$ cat src/hdl/gsr_pkg.sv
// Shared types, constants and threshold function for the graded speed ramp.
package gsr_pkg;

    localparam int SPEED_W    = 15;
    localparam int STEP_W     = 7;
    localparam int NUM_GRADES = 8;

    typedef logic [SPEED_W-1:0] speed_t;
    typedef logic [STEP_W-1:0]  step_t;

    // Grade k (index k-1) holds floor(full_scale * k / 10).
    typedef logic [NUM_GRADES-1:0][SPEED_W-1:0] thr_set_t;

    localparam speed_t FS_RESET = 15'd32767;

    // x / 10 == (x * 52429) >> 19, exact for x below 2^18.
    localparam int RECIP_10 = 52429;
    localparam int RECIP_SH = 19;
    localparam int PROD_W   = 34;

    localparam step_t STEP_MIN      = 7'd10;
    localparam step_t FALL_STEP_HI  = 7'd50;
    localparam step_t FALL_STEP_MID = 7'd35;
    localparam step_t FALL_STEP_LO  = 7'd20;
    localparam step_t STEP_MAX      = 7'd90;
    localparam int    FALL_HI_IDX   = 7;   // 0.8 of full scale
    localparam int    FALL_MID_IDX  = 2;   // 0.3 of full scale
    localparam int    SNAP_WINDOW   = 40;

    localparam step_t RISE_STEP_TAB [NUM_GRADES] =
        '{7'd20, 7'd30, 7'd40, 7'd50, 7'd60, 7'd70, 7'd80, 7'd90};

    typedef struct packed {
        speed_t target_speed;
        speed_t filtered_speed;
        speed_t estimated_speed;
        logic   preload;
        speed_t preload_speed;
    } gsr_item_t;

    typedef struct packed {
        speed_t ramp;
        step_t  step;
    } gsr_res_t;

    function automatic thr_set_t thr_of(input speed_t fs);
        thr_set_t            thr;
        logic [PROD_W-1:0]   prod;
        for (int k = 0; k < NUM_GRADES; k++)
        begin
            prod   = {{(PROD_W-SPEED_W){1'b0}}, fs} * PROD_W'((k + 1) * RECIP_10);
            thr[k] = prod[RECIP_SH +: SPEED_W];
        end
        return thr;
    endfunction

endpackage

$ cat src/hdl/gsr_thresh.sv
// Full-scale register: holds the graded thresholds derived from each write.
module gsr_thresh
    import gsr_pkg::*;
(
    input  logic     clk,
    input  logic     rst_n,
    input  logic     cfg_we,
    input  speed_t   cfg_data,
    output thr_set_t thr
);

    thr_set_t thr_reg;
    thr_set_t thr_next;

    always_comb
    begin
        thr_next = cfg_we ? thr_of(cfg_data) : thr_reg;
    end

    always_ff @(posedge clk or negedge rst_n)
    begin
        if (!rst_n)
        begin
            thr_reg <= thr_of(FS_RESET);
        end
        else
        begin
            thr_reg <= thr_next;
        end
    end

    assign thr = thr_reg;

endmodule

$ cat src/hdl/gsr_step.sv
// Step selection and next ramp value for one tick.
module gsr_step
    import gsr_pkg::*;
(
    input  gsr_item_t item,
    input  speed_t    ramp,
    input  thr_set_t  thr,
    output gsr_res_t  res
);

    logic signed [SPEED_W:0] rise_gap;
    logic signed [SPEED_W:0] fall_gap;
    logic signed [SPEED_W:0] fall_diff;
    logic        [SPEED_W:0] rise_sum;
    step_t                   rise_step;
    step_t                   fall_step;

    assign rise_gap  = $signed({1'b0, item.target_speed}) - $signed({1'b0, item.estimated_speed});
    assign fall_gap  = $signed({1'b0, ramp}) - $signed({1'b0, item.target_speed});
    assign rise_sum  = {1'b0, ramp} + {{(SPEED_W+1-STEP_W){1'b0}}, rise_step};
    assign fall_diff = $signed({1'b0, ramp})
                     - $signed({{(SPEED_W+1-STEP_W){1'b0}}, fall_step});

    // thresholds are monotonic, so the last grade passed is the largest one
    always_comb
    begin
        rise_step = STEP_MIN;
        for (int k = 0; k < NUM_GRADES; k++)
        begin
            if (rise_gap > $signed({1'b0, thr[k]}))
            begin
                rise_step = RISE_STEP_TAB[k];
            end
        end
    end

    always_comb
    begin
        if (fall_gap > $signed({1'b0, thr[FALL_HI_IDX]}))
        begin
            fall_step = FALL_STEP_HI;
        end
        else if (fall_gap > $signed({1'b0, thr[FALL_MID_IDX]}))
        begin
            fall_step = FALL_STEP_MID;
        end
        else
        begin
            fall_step = FALL_STEP_LO;
        end
    end

    always_comb
    begin
        res = '{ramp: ramp, step: '0};
        if (item.preload)
        begin
            res.ramp = item.preload_speed;
        end
        else if (item.filtered_speed < item.target_speed)
        begin
            res.step = rise_step;
            if (rise_sum < {1'b0, item.target_speed})
            begin
                res.ramp = rise_sum[SPEED_W-1:0];
            end
            else if (-fall_gap < (SPEED_W+1)'(SNAP_WINDOW))
            begin
                // close enough (or already above): snap to target
                res.ramp = item.target_speed;
            end
        end
        else
        begin
            res.step = fall_step;
            if (fall_diff > $signed({1'b0, item.target_speed})
                && {1'b0, ramp} > {{(SPEED_W+1-STEP_W){1'b0}}, fall_step})
            begin
                res.ramp = fall_diff[SPEED_W-1:0];
            end
            else
            begin
                res.ramp = item.target_speed;
            end
        end
    end

endmodule

$ cat src/hdl/graded_speed_ramp.sv
// Graded speed reference ramp generator: top level with input and result stages.
//
// Usage:
//   Input channel (in_valid/in_ready) carries one ramp tick per beat: target,
//   filtered and estimated speeds, a preload flag and a preload speed.
//   Output channel (out_valid/out_ready) returns one beat per tick: the ramp
//   value after the tick and the step chosen (0 on preload).
//   cfg_we/cfg_data write the full-scale speed; the threshold set is derived
//   at the write edge, so a tick accepted on the next edge already uses it.
// Path: an accepted tick passes through one input register and one result
//   register before it is presented on the output.
// Throughput: one tick per cycle while out_ready holds; the ramp state loops
//   through the step logic between the input register and the ramp register.
// Reset: ramp clears to 0, full scale returns to 32767, both stages empty.
// Stall: while the output beat waits, one more tick is taken into the input
//   register; in_ready drops only when both stages are full.
module graded_speed_ramp
    import gsr_pkg::*;
(
    input  logic   clk,
    input  logic   rst_n,
    input  logic   cfg_we,
    input  speed_t cfg_data,
    input  logic   in_valid,
    output logic   in_ready,
    input  speed_t target_speed,
    input  speed_t filtered_speed,
    input  speed_t estimated_speed,
    input  logic   preload,
    input  speed_t preload_speed,
    output logic   out_valid,
    input  logic   out_ready,
    output speed_t ramp_speed,
    output step_t  step_size
);

    thr_set_t  thr;
    gsr_item_t s1_item_reg;
    logic      s1_valid_reg;
    logic      s1_valid_next;
    logic      out_valid_reg;
    logic      out_valid_next;
    speed_t    ramp_value_reg;
    step_t     step_size_reg;
    gsr_res_t  res;
    logic      adv;
    logic      take;

    gsr_thresh u_thresh (
        .clk      (clk),
        .rst_n    (rst_n),
        .cfg_we   (cfg_we),
        .cfg_data (cfg_data),
        .thr      (thr)
    );

    gsr_step u_step (
        .item (s1_item_reg),
        .ramp (ramp_value_reg),
        .thr  (thr),
        .res  (res)
    );

    assign adv      = s1_valid_reg && (!out_valid_reg || out_ready);
    assign in_ready = !s1_valid_reg || adv;
    assign take     = in_valid && in_ready;

    always_comb
    begin
        s1_valid_next  = take || (s1_valid_reg && !adv);
        out_valid_next = adv || (out_valid_reg && !out_ready);
    end

    always_ff @(posedge clk or negedge rst_n)
    begin
        if (!rst_n)
        begin
            s1_valid_reg   <= 1'b0;
            out_valid_reg  <= 1'b0;
            ramp_value_reg <= '0;
        end
        else
        begin
            s1_valid_reg  <= s1_valid_next;
            out_valid_reg <= out_valid_next;
            if (adv)
            begin
                ramp_value_reg <= res.ramp;
            end
        end
    end

    always_ff @(posedge clk)
    begin
        if (take)
        begin
            s1_item_reg <= '{target_speed:    target_speed,
                             filtered_speed:  filtered_speed,
                             estimated_speed: estimated_speed,
                             preload:         preload,
                             preload_speed:   preload_speed};
        end
        if (adv)
        begin
            step_size_reg <= res.step;
        end
    end

    // the ramp register only moves with a new result, so it doubles as output
    assign out_valid  = out_valid_reg;
    assign ramp_speed = ramp_value_reg;
    assign step_size  = step_size_reg;

    a_preload_load: assert property (@(posedge clk) disable iff (!rst_n)
        adv && s1_item_reg.preload
        |=> step_size_reg == '0 && ramp_value_reg == $past(s1_item_reg.preload_speed))
        else $error("preload tick did not load the ramp");

    a_s1_hold: assert property (@(posedge clk) disable iff (!rst_n)
        s1_valid_reg && !adv |=> s1_valid_reg && $stable(s1_item_reg))
        else $error("held tick lost from input stage");

    a_step_range: assert property (@(posedge clk) disable iff (!rst_n)
        out_valid_reg |-> step_size_reg <= STEP_MAX)
        else $error("step out of range");

    a_ramp_hold: assert property (@(posedge clk) disable iff (!rst_n)
        !adv |=> $stable(ramp_value_reg))
        else $error("ramp moved without a tick");

endmodule
$ cat config.mk
export PLATFORM = sky130hd
export DESIGN_NAME = graded_speed_ramp
export DESIGN_NICKNAME = d
export VERILOG_FILES = /design/src/hdl/gsr_pkg.sv /design/src/hdl/gsr_thresh.sv /design/src/hdl/gsr_step.sv /design/src/hdl/graded_speed_ramp.sv
export SDC_FILE = /design/constraint.sdc
export NUM_CORES = 1
export LEC_CHECK = 0
export CAP_MARGIN = 10
export CORE_ASPECT_RATIO = 0.9
export CORE_MARGIN = 2
export CORE_UTILIZATION = 70
export DETAILED_ROUTE_END_ITERATION = 8
export DONT_BUFFER_PORTS = 1
export MAX_ROUTING_LAYER = met4
export PLACE_DENSITY = 0.95
export SLEW_MARGIN = 20
export SYNTH_ARGS = -nofsm -noshare
export SYNTH_HDL_FRONTEND = slang
export SYNTH_SLANG_ARGS = --single-unit
$ cat constraint.sdc
create_clock -name clk -period 14.4 [get_ports clk]
set_input_delay 2.88 -clock clk [delete_from_list [all_inputs] [get_ports clk]]
set_output_delay 2.88 -clock clk [all_outputs]
set_load 0.01 [all_outputs]
After elaboration in Yosys (flattened, before gate mapping)
Index checks and enable logic that the tools add are counted.
{"block": "classes", "multipliers": 8, "n_mux": 15, "n_eq_ne": 1, "n_reduce_logical": 14, "n_lt_le_gt_ge": 15, "addsub": 5}
{"operator": "multiplier 15 x 16 -> 31 bit (second input constant)", "n": 4}
{"operator": "> comparator 16 bit", "n": 6}
{"operator": "multiplier 15 x 19 -> 34 bit (second input constant)", "n": 2}
{"operator": "multiplier 15 x 18 -> 33 bit (second input constant)", "n": 2}
{"operator": "two-way mux 15 bit", "n": 4}
{"operator": "> comparator 16 x 15 -> 1 bit", "n": 3}
{"operator": "subtractor 15 x 15 -> 16 bit", "n": 2}
{"operator": "two-way mux 7 bit", "n": 4}
{"operator": "two-way mux 6 bit", "n": 4}
{"operator": "two-way mux 22 bit", "n": 1}
{"operator": "adder 15 x 7 -> 16 bit", "n": 1}
{"operator": "> comparator 16 x 13 -> 1 bit", "n": 1}
{"operator": "> comparator 16 x 14 -> 1 bit", "n": 1}
{"operator": "less-than comparator 16 x 15 -> 1 bit", "n": 1}
{"operator": "less-than comparator 16 x 7 -> 1 bit (second input constant)", "n": 1}
{"operator": "negation 16 bit", "n": 1}
{"operator": "subtractor 15 x 7 -> 16 bit", "n": 1}
{"operator": "> comparator 15 x 7 -> 1 bit", "n": 1}
{"operator": "less-than comparator 15 bit", "n": 1}
{"operator": "two-way mux 5 bit", "n": 2}
{"operator": "logical AND 1 bit", "n": 5}
{"operator": "logical NOT 1 bit", "n": 4}
{"operator": "logical OR 1 bit", "n": 4}
{"operator": "inequality test 4 bit (second input constant)", "n": 1}
{"operator": "AND reduction 2 bit", "n": 1}
{"block": "totals", "elab_cells": 75, "in_bits": 81, "regBits": 198, "out_inout_bits": 24}

Longest topological paths before layout
Gate-level depths: netlist of the first run.
{"block": "logic_depth", "word_depth": 15, "ltp_mapped": 39, "ltp_nobuf": 39}

Modules after synthesis
A second synthesis of the first run with hierarchy kept.
{"block": "unflattened", "cells_unflattened": 2646, "hier_area_um2": 24862.6}
{"mod": "gsr_thresh", "instances": 1, "area_per_inst_um2": 14136.1, "seq_area_each_um2": 1521.5, "cells_per_inst": 1428}
{"mod": "gsr_step", "instances": 1, "area_per_inst_um2": 7980.2, "seq_area_each_um2": 0.0, "cells_per_inst": 1110}
{"mod": "graded_speed_ramp", "instances": 1, "area_per_inst_um2": 2746.4, "seq_area_each_um2": 2467.4, "cells_per_inst": 108}

Least setup slack after synthesis of the first run
OpenSTA, ideal clock, no wires.
{"block": "synth_path", "kind": "input-to-reg", "startpoint": "input cfg_data[13]", "endpoint": "register u_thresh.thr_reg, in the netlist u_thresh.thr[99]", "path_buffers": 1, "setup_ns": 0.145, "path_slack_ns": 5.544, "arrival_ns": 8.711, "path_stages": 21, "required_ns": 14.255, "cell_sequence": "inv_1 > ha_1 > inv_1 > fa_1 > inv_1 > fa_1 > inv_1 > fa_1 > fa_1 > fa_1 > ha_1 > a2111o_1 > a32o_1 > a2111o_1 > and3_1 > buf_6 > a221o_1 > a31o_2 > a21oi_1 > xor2_1 > mux2i_1"}
{"block": "synth_via", "elab_chain_cells": 1}
{"item": "start, declared", "line": "graded_speed_ramp.sv:23", "text": "input speed_t cfg_data,"}
{"item": "multiplier 15 x 19 -> 34 bit", "line": "gsr_pkg.sv:51", "text": "prod = {{(PROD_W-SPEED_W){1'b0}}, fs} * PROD_W'((k + 1) * RECIP_10);"}
{"item": "end signal, assigned", "line": "gsr_thresh.sv:24", "text": "thr_reg <= thr_of(FS_RESET);"}
{"item": "end signal, assigned", "line": "gsr_thresh.sv:28", "text": "thr_reg <= thr_next;"}
{"item": "end, declared", "line": "gsr_thresh.sv:12", "text": "thr_set_t thr_reg;"}
No other way between the ends.
A chain may end at the register's enable or synchronous reset.

Worst setup path after layout of the first run
{"block": "layout_path", "startpoint": "register s1_item_reg[46] (netlist bit)", "endpoint": "register ramp_value_reg[0] (netlist: ramp_speed[0])"}
{"block": "layout_via", "elab_chain_cells": 15, "word_cells_on_any_way": 38, "classes_between": "add/sub: 5; order compare: 15; eq/ne: 1; mux: 15; reduce/logical: 2"}
{"item": "start, declared", "line": "graded_speed_ramp.sv:38", "text": "gsr_item_t s1_item_reg;"}
{"item": "start signal, assigned", "line": "graded_speed_ramp.sv:97", "text": "s1_item_reg <= '{target_speed: target_speed,"}
{"item": "subtractor 15 x 15 -> 16 bit", "line": "gsr_step.sv:18", "text": "assign rise_gap = $signed({1'b0, item.target_speed}) - $signed({1'b0, item.estimated_speed});"}
{"item": "> comparator 16 x 13 -> 1 bit", "line": "gsr_step.sv:30", "text": "if (rise_gap > $signed({1'b0, thr[k]}))"}
{"item": "two-way mux 5 bit (2 in a row)", "line": "gsr_step.sv:30"}
{"item": "two-way mux 6 bit (3 in a row)", "line": "gsr_step.sv:30"}
{"item": "two-way mux 7 bit (3 in a row)", "line": "gsr_step.sv:30"}
{"item": "adder 15 x 7 -> 16 bit", "line": "gsr_step.sv:20", "text": "assign rise_sum = {1'b0, ramp} + {{(SPEED_W+1-STEP_W){1'b0}}, rise_step};"}
{"item": "less-than comparator 16 x 15 -> 1 bit", "line": "gsr_step.sv:63", "text": "if (rise_sum < {1'b0, item.target_speed})"}
{"item": "two-way mux 15 bit", "line": "gsr_step.sv:63"}
{"item": "two-way mux 22 bit", "line": "gsr_step.sv:60", "text": "else if (item.filtered_speed < item.target_speed)"}
{"item": "two-way mux 15 bit", "line": "gsr_step.sv:56", "text": "if (item.preload)"}
{"item": "end signal, assigned", "line": "graded_speed_ramp.sv:88", "text": "ramp_value_reg <= res.ramp;"}
{"item": "end, declared", "line": "graded_speed_ramp.sv:43", "text": "speed_t ramp_value_reg;"}
Parallel ways exist; a longest one is shown, timed or not. The select of a mux whose other input is x is not followed.

==> results of run 1 <==
## worst min-delay path by stage
stage | endpoint | slack [ns] | depth (start not counted)
after global routing | u_thresh.thr[85] | 0.50 | 2
after global placement | out_valid | 0.47 | 1
after floorplan | u_thresh.thr[103] | 0.45 | 2
after detailed placement | u_thresh.thr[85] | 0.48 | 2
final | u_thresh.thr[85] | 0.49 | 2
after CTS | u_thresh.thr[85] | 0.49 | 2
## synthesized netlist by cell type, types with 4 or more instances
cell                        number  share of area (%)
sky130_fd_sc_hd__nor3_1         38               0.85
sky130_fd_sc_hd__o22ai_1         8               0.22
sky130_fd_sc_hd__o221ai_1        5               0.20
sky130_fd_sc_hd__dfstp_2        36                4.2
sky130_fd_sc_hd__o211ai_1       11               0.37
sky130_fd_sc_hd__a2111o_1        4               0.20
sky130_fd_sc_hd__nand3_1        32               0.72
sky130_fd_sc_hd__nor2_1         82                1.4
sky130_fd_sc_hd__o21a_1         39                1.3
sky130_fd_sc_hd__inv_1         376                6.3
sky130_fd_sc_hd__o21ai_1         5               0.11
sky130_fd_sc_hd__xnor2_1        50                2.0
sky130_fd_sc_hd__nand2b_1       23               0.65
sky130_fd_sc_hd__a31oi_1        13               0.36
sky130_fd_sc_hd__nand2_1       112                1.9
sky130_fd_sc_hd__edfxtp_1       68                9.2
sky130_fd_sc_hd__fa_1          197                 18
sky130_fd_sc_hd__o31ai_1         7               0.24
sky130_fd_sc_hd__a31o_2          4               0.16
sky130_fd_sc_hd__and3_1         13               0.36
sky130_fd_sc_hd__a21o_1         62                2.1
sky130_fd_sc_hd__nor4_1          6               0.17
sky130_fd_sc_hd__nand3b_1        4               0.13
sky130_fd_sc_hd__a21oi_1       121                2.7
sky130_fd_sc_hd__and4_1          6               0.24
sky130_fd_sc_hd__and2_1         13               0.36
sky130_fd_sc_hd__nor2b_1        30               0.84
sky130_fd_sc_hd__or2_2          11               0.31
sky130_fd_sc_hd__a2111oi_0      10               0.39
sky130_fd_sc_hd__ha_1          527                 30
sky130_fd_sc_hd__or3_1          12               0.34
sky130_fd_sc_hd__clkbuf_1       26               0.44
sky130_fd_sc_hd__o21bai_1        6               0.20
sky130_fd_sc_hd__o2111ai_1       9               0.35
sky130_fd_sc_hd__nand4_1        34               0.95
sky130_fd_sc_hd__o21ai_0       107                2.4
sky130_fd_sc_hd__mux2_2          8               0.40
sky130_fd_sc_hd__dfrtp_1        40                4.5
sky130_fd_sc_hd__xor2_1         31                1.2
sky130_fd_sc_hd__a211oi_1       16               0.54
sky130_fd_sc_hd__mux2i_1        11               0.49
## metrics by stage
stage          setup slack (ns)  std cells  instance area, um2
2_1_floorplan              5.54       2284               22300
4_1_cts                    4.83       2714               23400
3_3_place_gp               4.95       2682               22800
6_report                   4.33       2717               23400
3_5_place_dp               4.81       2682               22800
5_1_grt                    3.90       2717               23400
## area by class of cell
class	instances	area (um2)	area share, %
diodes	3	7.51	0.0320
repair buffers	19	143	0.609
flip-flops and latches	144	3990	17.0
multi-input cells	1733	16800	71.6
clock buffers	18	429	1.83
well taps	409	512	2.18
clock inverters	14	160	0.683
inverters	377	1420	6.04
## worst max-delay path: cells and delay by family, from the launching register on
family | cells | cell delay, ns
compound gates | 18 | 4.42
xor+xnor | 2 | 0.43
fa+ha+maj | 5 | 1.44
buf+inv | 3 | 0.68
flops | 1 | 0.53
mux | 1 | 0.33
simple gates | 8 | 2.05
## per-layer routing
| layer | vias to the layer above | GRT usage, % |
|---|---|---|
| met5 | - | - |
| met4 | 0 | 12.7 |
| met3 | 225 | 16.7 |
| met2 | 1227 | 59.6 |
| met1 | 8923 | 60.0 |
| li1 | 8023 | - |
## cell families (layout without fill, tap and decap cells)
family,Yosys count,in the layout
adder cells (fa/ha/maj),724,724
AND/OR/NAND/NOR,429,429
multiplexers,22,22
XOR/XNOR,81,81
other,0,3
AO/OA/AOI/OAI,477,477
buffers and inverters,407,428
flip-flops,144,144
==> implementation parameters, run 1 <==
Parameter                              Value

Outcome
  Status ... finished clean

Clocking
  Buffer cell driving the clock tree root ... sky130_fd_sc_hd__clkbuf_16
  Number of post-CTS setup repair buffers ... 0
  TritonCTS Buffers ... 17
  CTS tree ... done
  Deepest clock path buffer count ... 2
  Insertion delay to the later sink of the worst-skew pair ... about 0.46 ns
  Count of cells resized by post-cts repair ... 0
  Register clock-pin slew on the reported worst setup and hold paths ... 0.07 ns
  Clk sinks ... 144
  # hold bufs at CTS ... 0
  Total number of H-tree levels ... 4

Yosys
  Post-synth net total ... about 3100
  Synth Area in Simple Gates ... around a tenth
  Synth Area in Compound Gates ... between 10% and 20%
  Netlist area before placement ... between 0.02 and 0.025 mm2
  Post-Synth Adder-Cell Area ... roughly 47%
  Number of distinct library cells after synthesis ... 81
  Asr flop ratio synth ... between 50% and 60%
  Post-synthesis share of cell area spent on xor and xnor gates ... 3.18%
  Ys Warns ... 0
  Gate count of the mapped netlist ... between 2000 and 2500
  Synth Area per Inst ... ~9.8 um2
  Number of enable flip-flop cells after synthesis ... between 60 and 70
  Most frequently used flop master after synthesis ... sky130_fd_sc_hd__edfxtp_1
  Share of synthesized area occupied by flip-flops and latches ... around 18%
  Synthesis-stage register bit count ... about 140
  Post-synthesis mux area share ... 1.05%
  Dominant combinational cell family by area after synthesis ... adder cells

Timing
  Share of the clock period used by the worst path after layout ... between 60% and 70%
  Max Slew Vio Count ... 0
  Post-Route Hold Slack ... ~0.5 ns
  Setup-violating endpoint count in the final report ... 0
  Largest clock skew in the final design ... between 0.015 and 0.02 ns
  Final hold violations ... 0
  Total negative slack ... 0 ns
  Rel. slew slack ... approximately a third
  Slew at the pin closest to its max-slew limit ... around 0.99 ns
  Setup repair after global routing missed its margin ... no
  Final critical-path required period ... roughly 10 ns
  Upper clock frequency limit ... 99.3 MHz

Floorplanning
  Die ar. ... around 0.033 mm2
  Number of primary I/O pins ... between 100 and 150
  Starting density of the core ... between 70% and 80%
  Core Footprint ... 0.0311 mm2
  Die Y-Extent ... about 170 um
  Number of standard-cell rows in the floorplan ... 61
  Die width ... 192 um

GRT
  Global route overflow ... 0
  GRT Resource Usage Total ... 43.6%
  Initial antenna violation count ... 3
  Wire length of the first global-routing pass ... 106000 um
  Maximum number of pins on one net before global-route repair ... slightly below 100
  Via count of the first global-routing pass ... 19000

Route
  Total Routed Length ... 68100 um
  Via count ... around 18000
  Met1 wire length ... about 28000 um
  Top layer used by detailed routing ... met4
  Met3 wire length ... about 10000 um
  DRC marker count from the first detailed-route iteration ... 2214
  Number of detailed-routing iterations run before antenna repair ... 7
  WL/cell ... 25.1 um
  Routed length on met2 ... about 28000 um
  Ratio of routed vias to standard cells ... 6.77
  Antenna-violating nets left ... 0
  Post-route DRC violation count ... 0

Min path
  Worst hold start ... u_thresh.thr[85]
  Tightest Hold Check Type ... register to register

Worst setup path
  Crit path to ... ramp_speed[0]
  Setup slack of the most critical reg-to-reg path ... around 4.3 ns
  Critical Path Sink Type ... register
  Max Fanout on Critical Path ... 24
  Startpoint of the most critical register-to-register path ... s1_item_reg[46]
  Cell occurring most often along the worst timing path ... sky130_fd_sc_hd__a21oi_1
  Crit Reg-Reg Endpoint ... ramp_speed[0]
  Critical Path RT ... 14.73 ns
  Critical path launch point type ... register
  Cell type of the slowest stage on the worst timing path ... sky130_fd_sc_hd__nor3_1
  Type of the setup path with the least slack ... register to register
  Critical path startpoint ... s1_item_reg[46]
  Peak per-stage delay on the critical path ... slightly above 0.8 ns
  Crit path DAT ... between 10 and 15 ns
  Count of cells along the worst register-to-register path ... 37

Final layout
  Top library cells by usage in the layout, fill and taps aside ... sky130_fd_sc_hd__ha_1, sky130_fd_sc_hd__inv_1, sky130_fd_sc_hd__fa_1, sky130_fd_sc_hd__a21oi_1, sky130_fd_sc_hd__nand2_1
  Largest register FFs ... about 60
  Finished Core Util ... ~75%
  Fraction of layout instances using a drive strength above 1 ... under 10%
  Most frequent standard cell in the layout excluding fill and tap cells ... sky130_fd_sc_hd__ha_1
  Final net count ... between 3000 and 4000
  Number of filler instances in the final layout ... roughly 2100
  Area growth from synthesis to layout ... 5.08%

Placement
  Number of I/O port buffers ... 0
  Weighted congestion at the end of routability-driven global placement ... ~1.1
  Placed wire-length estimate ... approximately 56000 um

Job
  Max-cap violations ... 0
Power of run 1 is left out: the tool's default activity adds up to more than one toggle a clock period on the data nets, which glitch-free logic cannot reach.
==> run 2, diff against run 1 <==
--- a/config.mk
+++ b/config.mk
@@ -8,11 +8,11 @@
 export CAP_MARGIN = 10
 export CORE_ASPECT_RATIO = 0.9
 export CORE_MARGIN = 2
-export CORE_UTILIZATION = 70
+export CORE_UTILIZATION = 61
 export DETAILED_ROUTE_END_ITERATION = 8
 export DONT_BUFFER_PORTS = 1
 export MAX_ROUTING_LAYER = met4
-export PLACE_DENSITY = 0.95
+export PLACE_DENSITY = 0.91
 export SLEW_MARGIN = 20
 export SYNTH_ARGS = -nofsm -noshare
 export SYNTH_HDL_FRONTEND = slang
==> constraint.sdc (replaced) <==
create_clock -name clk -period 8.91 [get_ports clk]
set_input_delay 1.782 -clock clk [delete_from_list [all_inputs] [get_ports clk]]
set_output_delay 1.782 -clock clk [all_outputs]
set_load 0.01 [all_outputs]
==> run 2 against run 1 <==
Setup slack worse by 4.0 ns. First-iteration DRC count shrank 4.2%. Non-clock buffer count is 37 higher. Critical endpoint is now ramp_speed[14]. Critical path depth is 4 lower. Register-to-register slack got worse by 4.0 ns. Sequential cell count did not move. Wire length up 0.55%. Critical path type unchanged. Clock skew is 0.0040 ns higher. Largest cell class unchanged.
==> implementation parameters, run 2 (synthesized netlist as in run 1, its figures left out) <==
Parameter                              Value

Final layout
  Area growth from synthesis to layout ... 7.55%
  Fraction of layout instances using a drive strength above 1 ... 7.60% (+2.5 points)
  Top library cells by usage in the layout, fill and taps aside ... sky130_fd_sc_hd__ha_1, sky130_fd_sc_hd__inv_1, sky130_fd_sc_hd__fa_1, sky130_fd_sc_hd__a21oi_1, sky130_fd_sc_hd__nand2_1
  Most frequent standard cell in the layout excluding fill and tap cells ... sky130_fd_sc_hd__ha_1
  Final net count ... 3134 (+1.2%)
  Largest register FFs ... 61 (unchanged)
  Finished Core Util ... 66.5% (-8.8 points)
  Number of filler instances in the final layout ... 2696 (+25%)

Clocking
  Clk sinks ... 144 (unchanged)
  # hold bufs at CTS ... 0 (unchanged)
  Buffer cell driving the clock tree root ... sky130_fd_sc_hd__clkbuf_16
  TritonCTS Buffers ... 17 (unchanged)
  Insertion delay to the later sink of the worst-skew pair ... 0.45 ns (about the same)
  Deepest clock path buffer count ... 2 (unchanged)
  Register clock-pin slew on the reported worst setup and hold paths ... 0.08 ns (about the same)
  Total number of H-tree levels ... 4 (unchanged)
  CTS tree ... done

Placement
  Number of I/O port buffers ... 0 (unchanged)
  Weighted congestion at the end of routability-driven global placement ... 1.11 (+4.1%)
  Placed wire-length estimate ... 56600 um (+0.92%)

Route
  Total Routed Length ... 68500 um (+0.55%)
  DRC marker count from the first detailed-route iteration ... 2120 (-4.2%)
  Antenna-violating nets left ... 0 (unchanged)
  Number of detailed-routing iterations run before antenna repair ... 7 (unchanged)
  Ratio of routed vias to standard cells ... 6.47 (-4.4%)
  WL/cell ... 24.3 um (-3.2%)
  Via count ... 18300 (-0.72%)
  Post-route DRC violation count ... 0 (unchanged)

Worst setup path
  Crit path DAT ... 8.94 ns (-1.46 ns)
  Critical Path RT ... 9.24 ns (-5.49 ns)
  Max Fanout on Critical Path ... 16 (-33%)
  Crit Reg-Reg Endpoint ... ramp_speed[14]
  Cell type of the slowest stage on the worst timing path ... sky130_fd_sc_hd__dfrtp_1
  Critical path launch point type ... register
  Type of the setup path with the least slack ... register to register
  Peak per-stage delay on the critical path ... 0.48 ns (-0.35 ns)
  Bufs and invs on worst path ... 5 (+2)
  Startpoint of the most critical register-to-register path ... ramp_speed[0]
  Critical Path Sink Type ... register
  Critical path startpoint ... ramp_speed[0]
  Count of cells along the worst register-to-register path ... 33 (-11%)
  Cell family with the largest share of critical-path delay ... compound AO/OA/AOI/OAI gates
  Setup slack of the most critical reg-to-reg path ... 0.30 ns (-4.03 ns)
  Cell occurring most often along the worst timing path ... sky130_fd_sc_hd__ha_1

Timing
  Final critical-path required period ... 8.61 ns (-1.46 ns)
  Rel. slew slack ... 29.8% (-3.6 points)
  Share of the clock period used by the worst path after layout ... 96.6% (+27 points)
  Max Slew Vio Count ... 0 (unchanged)
  Slew at the pin closest to its max-slew limit ... 1.04 ns (+0.0480 ns)
  Largest clock skew in the final design ... 0.0219 ns (+0.00402 ns)
  Final hold violations ... 0 (unchanged)
  Upper clock frequency limit ... 116 MHz (+17%)
  Setup-violating endpoint count in the final report ... 0 (unchanged)

Min path
  Worst min-delay path endpoint ... u_thresh.thr[103]
  Worst Hold Depth ... 2 (unchanged)
  Tightest Hold Check Type ... register to register
  Worst hold start ... u_thresh.thr[103]

GRT
  Via count of the first global-routing pass ... 18700 (-1.9%)
  Wire length of the first global-routing pass ... 105000 um (-1.0%)
  Maximum number of pins on one net before global-route repair ... 97 (unchanged)
  Initial antenna violation count ... 3 (unchanged)
  Global route overflow ... 0 (unchanged)
  GRT Resource Usage Total ... 38.1% (-5.4 points)

Floorplanning
  Number of primary I/O pins ... 105 (unchanged)
  Die Y-Extent ... 185 um (+7.0%)
  Die ar. ... 0.0381 mm2 (+14%)
  Number of standard-cell rows in the floorplan ... 66 (+8.2%)
  Die width ... 206 um (+7.0%)
  Starting density of the core ... 61.8% (-9.8 points)
  Core Footprint ... 0.0361 mm2 (+16%)

Outcome
  Status ... finished clean

Job
  Max-cap violations ... 0 (unchanged)
[run 2: worst reg2reg max path: cells and delay by family, from the launching register on]
| family | cells | cell delay, ns |
|---|---|---|
| compound gates | 12 | 3.23 |
| simple gates | 8 | 1.68 |
| fa+ha+maj | 5 | 1.59 |
| buf+inv | 5 | 0.76 |
| mux | 2 | 0.62 |
| flops | 1 | 0.48 |
| xor+xnor | 1 | 0.14 |
[run 2: repair_timing]
| action | CTS | global route |
|---|---|---|
| pin swaps | 0 | 3 |
| setup buffers | 0 | 5 |
| endpoints found under the setup margin | 12 | 15 |
| resized for setup | 4 | 29 |
[run 2: how the worst max path moves through the flow]
stage | endpoint | slack (ns) | cells past startpoint
after floorplan | u_thresh.thr[99] | 1.15 | 21
after global placement | ramp_speed[12] | 0.09 | 36
after detailed placement | ramp_speed[12] | -0.07 | 36
after CTS | ramp_speed[14] | 0.07 | 33
after global routing | ramp_speed[2] | -0.007 | 38
final | ramp_speed[14] | 0.30 | 33
[run 2: layer usage]
layer	vias up	part of all wire [%]	GRT usage, %
met4	0	1.6	7.37
met1	9006	42	51.0
met3	119	15	18.5
met5	-	0	-
met2	1027	42	52.4
li1	8113	-	-
[run 2: through the flow]
step           hold WS [ns]  setup WS [ns]  std cells  setup TNS, ns  cell area, um2
6_report              0.491          0.301       2822              0           24000
5_1_grt               0.504       -0.00713       2821       -0.00713           24000
3_5_place_dp          0.473        -0.0732       2781         -0.164           23200
3_3_place_gp          0.466         0.0866       2781              0           23200
4_1_cts               0.482         0.0748       2813              0           23800
2_1_floorplan         0.449           1.15       2284              0           22300
[run 2: cell type report]
type	count	area (um2)	area share [%]
clock inverters	15	184	0.767
diodes	4	10.0	0.0417
multi-input cells	1733	16900	70.6
repair buffers	56	433	1.80
flip-flops and latches	144	3990	16.6
well taps	476	596	2.48
inverters	377	1420	5.92
clock buffers	17	425	1.77
Power of run 2 is left out for the same reason.
